===== config.mk =====
export PLATFORM = sky130hd
export DESIGN_NAME = playout_jitter_buffer
export DESIGN_NICKNAME = d
export VERILOG_FILES = /design/src/pjb_pkg.sv /design/src/pjb_cell.sv /design/src/pjb_cell_row.sv /design/src/playout_jitter_buffer.sv
export SDC_FILE = /design/constraint.sdc
export NUM_CORES = 2
export LEC_CHECK = 0
export ABC_AREA = 1
export BUFFER_PORTS_ARGS = -buffer_cell sky130_fd_sc_hd__buf_4
export CELL_PAD_IN_SITES_DETAIL_PLACEMENT = 1
export CELL_PAD_IN_SITES_GLOBAL_PLACEMENT = 1
export CORE_MARGIN = 3
export CORE_UTILIZATION = 45
export CTS_BUF_LIST = sky130_fd_sc_hd__clkbuf_4
export DETAILED_ROUTE_END_ITERATION = 7
export MAX_ROUTING_LAYER = met4
export PLACE_DENSITY_LB_ADDON = 0.1
export SYNTH_ARGS = -nofsm -noshare
export SYNTH_HDL_FRONTEND = slang
export SYNTH_SLANG_ARGS = --single-unit

===== constraint.sdc =====
create_clock -name clock -period 16.8 [get_ports clock]
set_input_delay 0 -clock clock [delete_from_list [all_inputs] [get_ports clock]]
set_output_delay 0 -clock clock [all_outputs]
set_load 0.01 [all_outputs]

===== src/pjb_pkg.sv =====
// ----------------------------------------------------------------------------
// pjb_pkg
// Shared types and constants for the playout jitter buffer.
// ----------------------------------------------------------------------------
package pjb_pkg;

   localparam int QUEUE_DEPTH = 16;
   localparam int IDX_W       = (QUEUE_DEPTH > 1) ? $clog2(QUEUE_DEPTH) : 1;
   localparam int CNT_W       = $clog2(QUEUE_DEPTH + 1);
   localparam int REG_W       = 5;
   // width for comparing register values against counts
   localparam int EXT_W       = (CNT_W > REG_W) ? CNT_W : REG_W;

   localparam logic [1:0] OP_PUSH  = 2'd0;
   localparam logic [1:0] OP_POP   = 2'd1;
   localparam logic [1:0] OP_FLUSH = 2'd2;

   localparam logic REG_TARGET = 1'b0;
   localparam logic REG_MAX    = 1'b1;

   typedef struct packed {
      logic [31:0] seq;
      logic [31:0] handle;
   } pjb_frame_type;

   typedef struct packed {
      logic             shift;
      logic             write;
      logic [IDX_W-1:0] wr_index;
   } pjb_row_ctrl_type;

endpackage


===== src/pjb_cell.sv =====
// ----------------------------------------------------------------------------
// pjb_cell
// One queue slot: loads a new frame or takes its upstream neighbor's frame.
// ----------------------------------------------------------------------------
module pjb_cell (
   input  logic                  clock,
   input  logic                  shift,
   input  logic                  load,
   input  pjb_pkg::pjb_frame_type upstream,
   input  pjb_pkg::pjb_frame_type new_frame,
   output pjb_pkg::pjb_frame_type frame
);
   import pjb_pkg::*;

   pjb_frame_type frame_ff;
   pjb_frame_type frame_in;

   always_comb begin
      frame_in = frame_ff;
      if (load) begin
         frame_in = new_frame;
      end else if (shift) begin
         frame_in = upstream;
      end
   end

   always_ff @(posedge clock) begin
      frame_ff <= frame_in;
   end

   assign frame = frame_ff;

endmodule


===== src/pjb_cell_row.sv =====
// ----------------------------------------------------------------------------
// pjb_cell_row
// Row of queue cells; cell 0 is the head, frames move toward it on a shift.
// ----------------------------------------------------------------------------
module pjb_cell_row (
   input  logic                     clock,
   input  pjb_pkg::pjb_row_ctrl_type ctrl,
   input  pjb_pkg::pjb_frame_type    new_frame,
   output pjb_pkg::pjb_frame_type    head
);
   import pjb_pkg::*;

   pjb_frame_type cell_q [QUEUE_DEPTH];

   for (genvar i = 0; i < QUEUE_DEPTH; i++) begin : g_cell
      pjb_frame_type upstream;
      logic          load;

      if (i == QUEUE_DEPTH - 1) begin : g_tail
         assign upstream = cell_q[i];
      end else begin : g_mid
         assign upstream = cell_q[i+1];
      end

      // write position is already in post-shift coordinates
      assign load = ctrl.write && (ctrl.wr_index == IDX_W'(i));

      pjb_cell u_cell (
         .clock     (clock),
         .shift     (ctrl.shift),
         .load      (load),
         .upstream  (upstream),
         .new_frame (new_frame),
         .frame     (cell_q[i])
      );
   end

   assign head = cell_q[0];

endmodule


===== src/playout_jitter_buffer.sv =====
// ----------------------------------------------------------------------------
// playout_jitter_buffer
// Jitter buffer of frame descriptors with push, pop and flush commands.
// ----------------------------------------------------------------------------
// The result strobe is registered and rises in the cycle after start is taken.
// Throughput: one command per cycle; busy is never asserted. The queue is a
//   shifting row of cells, so push, eviction and pop act on all cells in parallel.
// Reset clears queue state, statistics and registers (target 3, max 8) at once.
// Results cannot be stalled by the receiver.
module playout_jitter_buffer (
   input  logic        clock,
   input  logic        reset,
   input  logic        start,
   output logic        busy,
   input  logic [1:0]  req_opcode,
   input  logic [31:0] req_frame_sequence,
   input  logic [31:0] req_frame_handle,
   output logic        rsp_valid,
   output logic        rsp_push_accepted,
   output logic        rsp_pop_valid,
   output logic [31:0] rsp_out_sequence,
   output logic [31:0] rsp_out_handle,
   output logic [4:0]  rsp_queue_depth,
   output logic        rsp_is_primed,
   output logic [31:0] rsp_dropped_count,
   output logic [31:0] rsp_pushed_count,
   output logic [31:0] rsp_popped_count,
   output logic [31:0] rsp_underrun_count,
   output logic [4:0]  rsp_high_watermark,
   input  logic        psel,
   input  logic        penable,
   input  logic        pwrite,
   input  logic [2:0]  paddr,
   input  logic [31:0] pwdata,
   output logic [31:0] prdata,
   output logic        pready
);
   import pjb_pkg::*;

   logic [REG_W-1:0] target_ff, target_in;
   logic [REG_W-1:0] max_ff, max_in;
   logic [CNT_W-1:0] count_ff, count_in;
   logic [CNT_W-1:0] peak_ff, peak_in;
   logic             primed_ff, primed_in;
   logic             last_valid_ff, last_valid_in;
   logic [31:0]      last_seq_ff, last_seq_in;
   logic [31:0]      drop_ff, drop_in;
   logic [31:0]      push_ff, push_in;
   logic [31:0]      pop_ff, pop_in;
   logic [31:0]      under_ff, under_in;
   logic             rsp_valid_ff, rsp_valid_in;
   logic             accepted_ff, accepted_in;
   logic             popped_ff, popped_in;
   logic [31:0]      oseq_ff, oseq_in;
   logic [31:0]      ohdl_ff, ohdl_in;

   logic             take;
   logic             csr_write;
   logic [EXT_W-1:0] eff_target;
   logic [EXT_W-1:0] eff_limit;
   logic [EXT_W-1:0] count_ext;
   logic             evict;
   logic [CNT_W-1:0] count_kept;
   pjb_row_ctrl_type row_ctrl;
   pjb_frame_type    new_frame;
   pjb_frame_type    head;

   assign take      = start && !busy;
   assign busy      = 1'b0;
   assign pready    = 1'b1;
   assign csr_write = psel && penable && pwrite && pready;

   // effective target and limit, both clamped to the storage depth
   always_comb begin
      eff_target = EXT_W'(target_ff);
      if (eff_target == '0) begin
         eff_target = EXT_W'(1);
      end
      if (eff_target > EXT_W'(QUEUE_DEPTH)) begin
         eff_target = EXT_W'(QUEUE_DEPTH);
      end
      eff_limit = (EXT_W'(max_ff) > eff_target) ? EXT_W'(max_ff) : eff_target;
      if (eff_limit > EXT_W'(QUEUE_DEPTH)) begin
         eff_limit = EXT_W'(QUEUE_DEPTH);
      end
   end

   assign count_ext  = EXT_W'(count_ff);
   assign evict      = (count_ext >= eff_limit) && (count_ff != '0);
   assign count_kept = count_ff - CNT_W'(evict);
   assign new_frame  = '{seq: req_frame_sequence, handle: req_frame_handle};

   always_comb begin
      count_in      = count_ff;
      peak_in       = peak_ff;
      primed_in     = primed_ff;
      last_valid_in = last_valid_ff;
      last_seq_in   = last_seq_ff;
      drop_in       = drop_ff;
      push_in       = push_ff;
      pop_in        = pop_ff;
      under_in      = under_ff;
      accepted_in   = 1'b0;
      popped_in     = 1'b0;
      oseq_in       = '0;
      ohdl_in       = '0;
      row_ctrl      = '{shift: 1'b0, write: 1'b0, wr_index: '0};

      if (take) begin
         case (req_opcode)
            OP_PUSH: begin
               if (last_valid_ff && (req_frame_sequence <= last_seq_ff)) begin
                  drop_in = drop_ff + 32'd1;
               end else begin
                  last_valid_in = 1'b1;
                  last_seq_in   = req_frame_sequence;
                  count_in      = count_kept;
                  if (evict) begin
                     row_ctrl.shift = 1'b1;
                     drop_in        = drop_ff + 32'd1;
                  end
                  if (count_kept < CNT_W'(QUEUE_DEPTH)) begin
                     row_ctrl.write    = 1'b1;
                     row_ctrl.wr_index = IDX_W'(count_kept);
                     count_in          = count_kept + CNT_W'(1);
                  end
                  push_in = push_ff + 32'd1;
                  if (count_in > peak_ff) begin
                     peak_in = count_in;
                  end
                  if (EXT_W'(count_in) >= eff_target) begin
                     primed_in = 1'b1;
                  end
                  accepted_in = 1'b1;
               end
            end
            OP_POP: begin
               if (!primed_ff || (count_ff == '0)) begin
                  primed_in = 1'b0;
                  under_in  = under_ff + 32'd1;
               end else begin
                  oseq_in        = head.seq;
                  ohdl_in        = head.handle;
                  popped_in      = 1'b1;
                  row_ctrl.shift = 1'b1;
                  count_in       = count_ff - CNT_W'(1);
                  pop_in         = pop_ff + 32'd1;
                  if (count_in == '0) begin
                     primed_in = 1'b0;
                  end
               end
            end
            OP_FLUSH: begin
               primed_in     = 1'b0;
               last_valid_in = 1'b0;
               last_seq_in   = '0;
               count_in      = '0;
            end
            default: begin
            end
         endcase
      end
   end

   always_comb begin
      target_in = target_ff;
      max_in    = max_ff;
      if (csr_write) begin
         case (paddr[2])
            REG_TARGET: target_in = pwdata[REG_W-1:0];
            default:    max_in    = pwdata[REG_W-1:0];
         endcase
      end
   end

   always_comb begin
      case (paddr[2])
         REG_TARGET: prdata = 32'(target_ff);
         default:    prdata = 32'(max_ff);
      endcase
   end

   assign rsp_valid_in = take;

   always_ff @(posedge clock) begin
      if (reset) begin
         target_ff     <= REG_W'(3);
         max_ff        <= REG_W'(8);
         count_ff      <= '0;
         peak_ff       <= '0;
         primed_ff     <= 1'b0;
         last_valid_ff <= 1'b0;
         last_seq_ff   <= '0;
         drop_ff       <= '0;
         push_ff       <= '0;
         pop_ff        <= '0;
         under_ff      <= '0;
         rsp_valid_ff  <= 1'b0;
      end else begin
         target_ff     <= target_in;
         max_ff        <= max_in;
         count_ff      <= count_in;
         peak_ff       <= peak_in;
         primed_ff     <= primed_in;
         last_valid_ff <= last_valid_in;
         last_seq_ff   <= last_seq_in;
         drop_ff       <= drop_in;
         push_ff       <= push_in;
         pop_ff        <= pop_in;
         under_ff      <= under_in;
         rsp_valid_ff  <= rsp_valid_in;
      end
   end

   always_ff @(posedge clock) begin
      accepted_ff <= accepted_in;
      popped_ff   <= popped_in;
      oseq_ff     <= oseq_in;
      ohdl_ff     <= ohdl_in;
   end

   pjb_cell_row u_row (
      .clock     (clock),
      .ctrl      (row_ctrl),
      .new_frame (new_frame),
      .head      (head)
   );

   // state registers hold the post-transaction values during the result cycle
   assign rsp_valid          = rsp_valid_ff;
   assign rsp_push_accepted  = accepted_ff;
   assign rsp_pop_valid      = popped_ff;
   assign rsp_out_sequence   = oseq_ff;
   assign rsp_out_handle     = ohdl_ff;
   assign rsp_queue_depth    = 5'(count_ff);
   assign rsp_is_primed      = primed_ff;
   assign rsp_dropped_count  = drop_ff;
   assign rsp_pushed_count   = push_ff;
   assign rsp_popped_count   = pop_ff;
   assign rsp_underrun_count = under_ff;
   assign rsp_high_watermark = 5'(peak_ff);

   a_count_bound: assert property (@(posedge clock) disable iff (reset)
      count_ff <= CNT_W'(QUEUE_DEPTH))
      else $error("queue count exceeds storage");

   a_primed_nonempty: assert property (@(posedge clock) disable iff (reset)
      primed_ff |-> (count_ff != '0))
      else $error("primed with empty queue");

   a_one_result: assert property (@(posedge clock) disable iff (reset)
      rsp_valid_ff |-> !(accepted_ff && popped_ff))
      else $error("push and pop reported together");

   a_peak_tracks: assert property (@(posedge clock) disable iff (reset)
      peak_ff >= count_ff)
      else $error("watermark below current depth");

endmodule


==> out/metrics.csv <==
metric,value,unit
critical path arrival,9170,ps
Synth Cell Area,55950,µm²
Total Power,7.080,mW
number of synthesized flops with an enable pin,1024,
FILL cells,13980,
Tot GR Track Use,29.50,%
fmax,119.7,MHz
Tmin final,8352,ps
synth top area cells,"edfxtp_1 55%, nand2_1 19%, dfxtp_1 8.9%",
startpoint types,flop,
P_leak,27.68,nW
WL final,184.7,mm
WL/cell,22.17,µm
register area,35730,µm²
Peak VDD IR,0.07444,mV
synth cell count leaders,"2813 x nand2_1, 1024 x edfxtp_1, 319 x inv_1, 249 x dfxtp_1, 216 x nor2_1",
CTS-repair resized insts,0,
DRC violations left,0,
CTS tree,yes,
asr flop ratio synth,0,%
total grt overflow,0,
cell taking the most area after synthesis,edfxtp_1,
initial antenna violation count,6,
die height,358.6,µm
most frequent CP cell,nand2_1,
status,completed,
share of cells above drive strength 1,15.13,%
largest net degree at the start of global routing,87,
vias in the first global route,46610,
final setup skew,100.0,ps
final setup fails,0,
slowest CP cell,nand3_4,
gpl congestion,0.8678,
crit-path max FO,69,
CORE AREA,122700,µm²
number of core rows,128,
Hold WC Path Type,in -> reg,
# IOs,347,
Post-synth top flop,edfxtp_1,
first-pass GRT wire length,278.9,mm
most frequent cell after synthesis,nand2_1,
total number of vias,44330,
CTS sink count,1273,
Root Buffer,clkbuf_4,
Slew Limit Fails,0,
Fin. Hold Viols,0,
fin nets,6611,
initial DRC count,3315,
drt pass-1 iters,5,
Yosys cell types,50,
Die X,358.6,µm
max incr delay on CP,890,ps
Crit. End Element,flop,
vias per cell,5.320,
power density over cell area,108.3,nW/µm²
"Seq/Total Area, Yosys",63.87,%
crit share post-route,49.71,%
hold buffer count at cts,173,
number of buffers created by CTS,358,
top cell type's share of synthesized area,54.96,%
Critical Path RT,17620,ps
worst slew pin tran,1194,ps
Detailed Place HPWL,101.0,mm
WS Path Type,reg -> reg,
remaining antenna violation count,0,
Post-CTS Setup Bufs,0,
relative slew slack,20.22,%
Synth Area per Inst,9.506,µm²
Max Cap Violations,0,
die area,128600,µm²
Initial Util,45.61,%
synthesized netlist cell count,5886,
Synth Register Bits,1273,
Multi-input gate area,17470,µm²
CTS H-tree lvls,5,
clk_lat worst skew,1290,ps
"CTS clk-pin slew, worst paths",80,ps
final setup TNS,0,ps
area grow syn2layout,16.80,%
Clock Path Buffers,4,
Port Buffers,288,
yosys warns,0,
RSZ-0062 raised after global routing,false,
-- placed cells by master (no fill, tap or decap), types with 4 or more instances in the layout --
master,n
edfxtp_1,1024
nand2_2,4
nor4_1,24
o21ai_0,194
clkinv_1,31
conb_1,29
nand2_4,31
diode_2,6
dlygate4sd3_1,172
nand2_1,2785
xor2_1,58
dfxtp_1,249
a21oi_1,171
xnor2_1,18
ha_1,66
nor2_8,5
inv_2,10
o21a_1,9
o21ai_1,125
buf_4,339
nand4_1,32
o22ai_1,5
nor3_1,66
nor2_1,215
inv_1,319
clkbuf_4,584
nor2_4,9
nand3_1,76
nor2_2,13
-- through the flow --
| step | std cells | setup WS [ps] | area [µm²] | hold slack (ps) | util, % |
|---|---|---|---|---|---|
| after floorplan | 5913 | 9525 | 56050 | 98.87 | - |
| after global placement | 7530 | 8942 | 59000 | 216.8 | 48.09 |
| after detailed placement | 7530 | 8753 | 59000 | 223.1 | 48.09 |
| after CTS | 8327 | 8709 | 65340 | 20.79 | 53.26 |
| after global routing | 8332 | 7808 | 65350 | 130.3 | 53.27 |
| final | 8333 | 8448 | 65360 | 225.6 | 53.27 |
-- path summary, 6_finish.rpt --
check	slack, ps	cells after the start	endpoint	start
worst max-delay path	8450	32	u_row.g_cell[3].u_cell.frame[44]	target_ff[0]
worst min-delay path	230	5	u_row.g_cell[9].u_cell.frame[8]	start
worst max register to register	8450	32	u_row.g_cell[3].u_cell.frame[44]	target_ff[0]
worst min register to register	420	2	rsp_out_handle[30]	u_row.g_cell[0].u_cell.frame[30]
-- cell families after synthesis --
group	count (synthesis)	synth area share (%)
AND/OR/NAND/NOR	3281	23.16
flip-flops	1273	63.87
other	2	0.01342
adder cells (fa/ha/maj)	66	1.476
buffers and inverters	671	5.543
XOR/XNOR	76	1.190
AO/OA/AOI/OAI	517	4.754
-- metal layers --
layer | vias to the layer above | GRT usage, % | part of all wire [%]
met5 | - | - | 0
met4 | 0 | 9.501 | 2.7
met3 | 311 | 5.139 | 6.2
met2 | 1492 | 48.52 | 49
met1 | 22110 | 37.22 | 42
li1 | 20420 | - | -
-- power by group --
group / switching (mW) / total, mW / internal [mW]
clock: 1.34 / 2.93 / 1.59
combinational: 0.424 / 0.576 / 0.152
sequential: 0.0362 / 3.58 / 3.54
total: 1.80 / 7.08 / 5.28
-- flip-flops by register name, indices dropped and copies added, names as in the netlist, 32 cells and up --
signal	flops
u_row.g_cell.u_cell.frame	1024
last_seq_ff	32
rsp_dropped_count	32
rsp_out_handle	32
rsp_out_sequence	32
rsp_popped_count	32
rsp_pushed_count	32
rsp_underrun_count	32
-- worst max-delay path, delay by kind of cell (launching register included) --
kind | cells | cell delay [ps]
buffers and inverters | 5 | 1540
flip-flops | 1 | 330
AO/OA/AOI/OAI | 7 | 1150
AND/OR/NAND/NOR | 15 | 3530
adder cells (fa/ha/maj) | 5 | 1310
-- layout make-up --
cell class | count | area share [%]
Antenna cell | 6 | 0.02297
Clock buffer | 584 | 6.708
Clock inverter | 40 | 0.3159
Inverter | 324 | 1.863
Multi-Input combinational cell | 3969 | 26.73
Sequential cell | 1273 | 54.68
Tap cell | 1625 | 3.111
Timing Repair Buffer | 512 | 6.570
(Power assumes the default switching activity.)
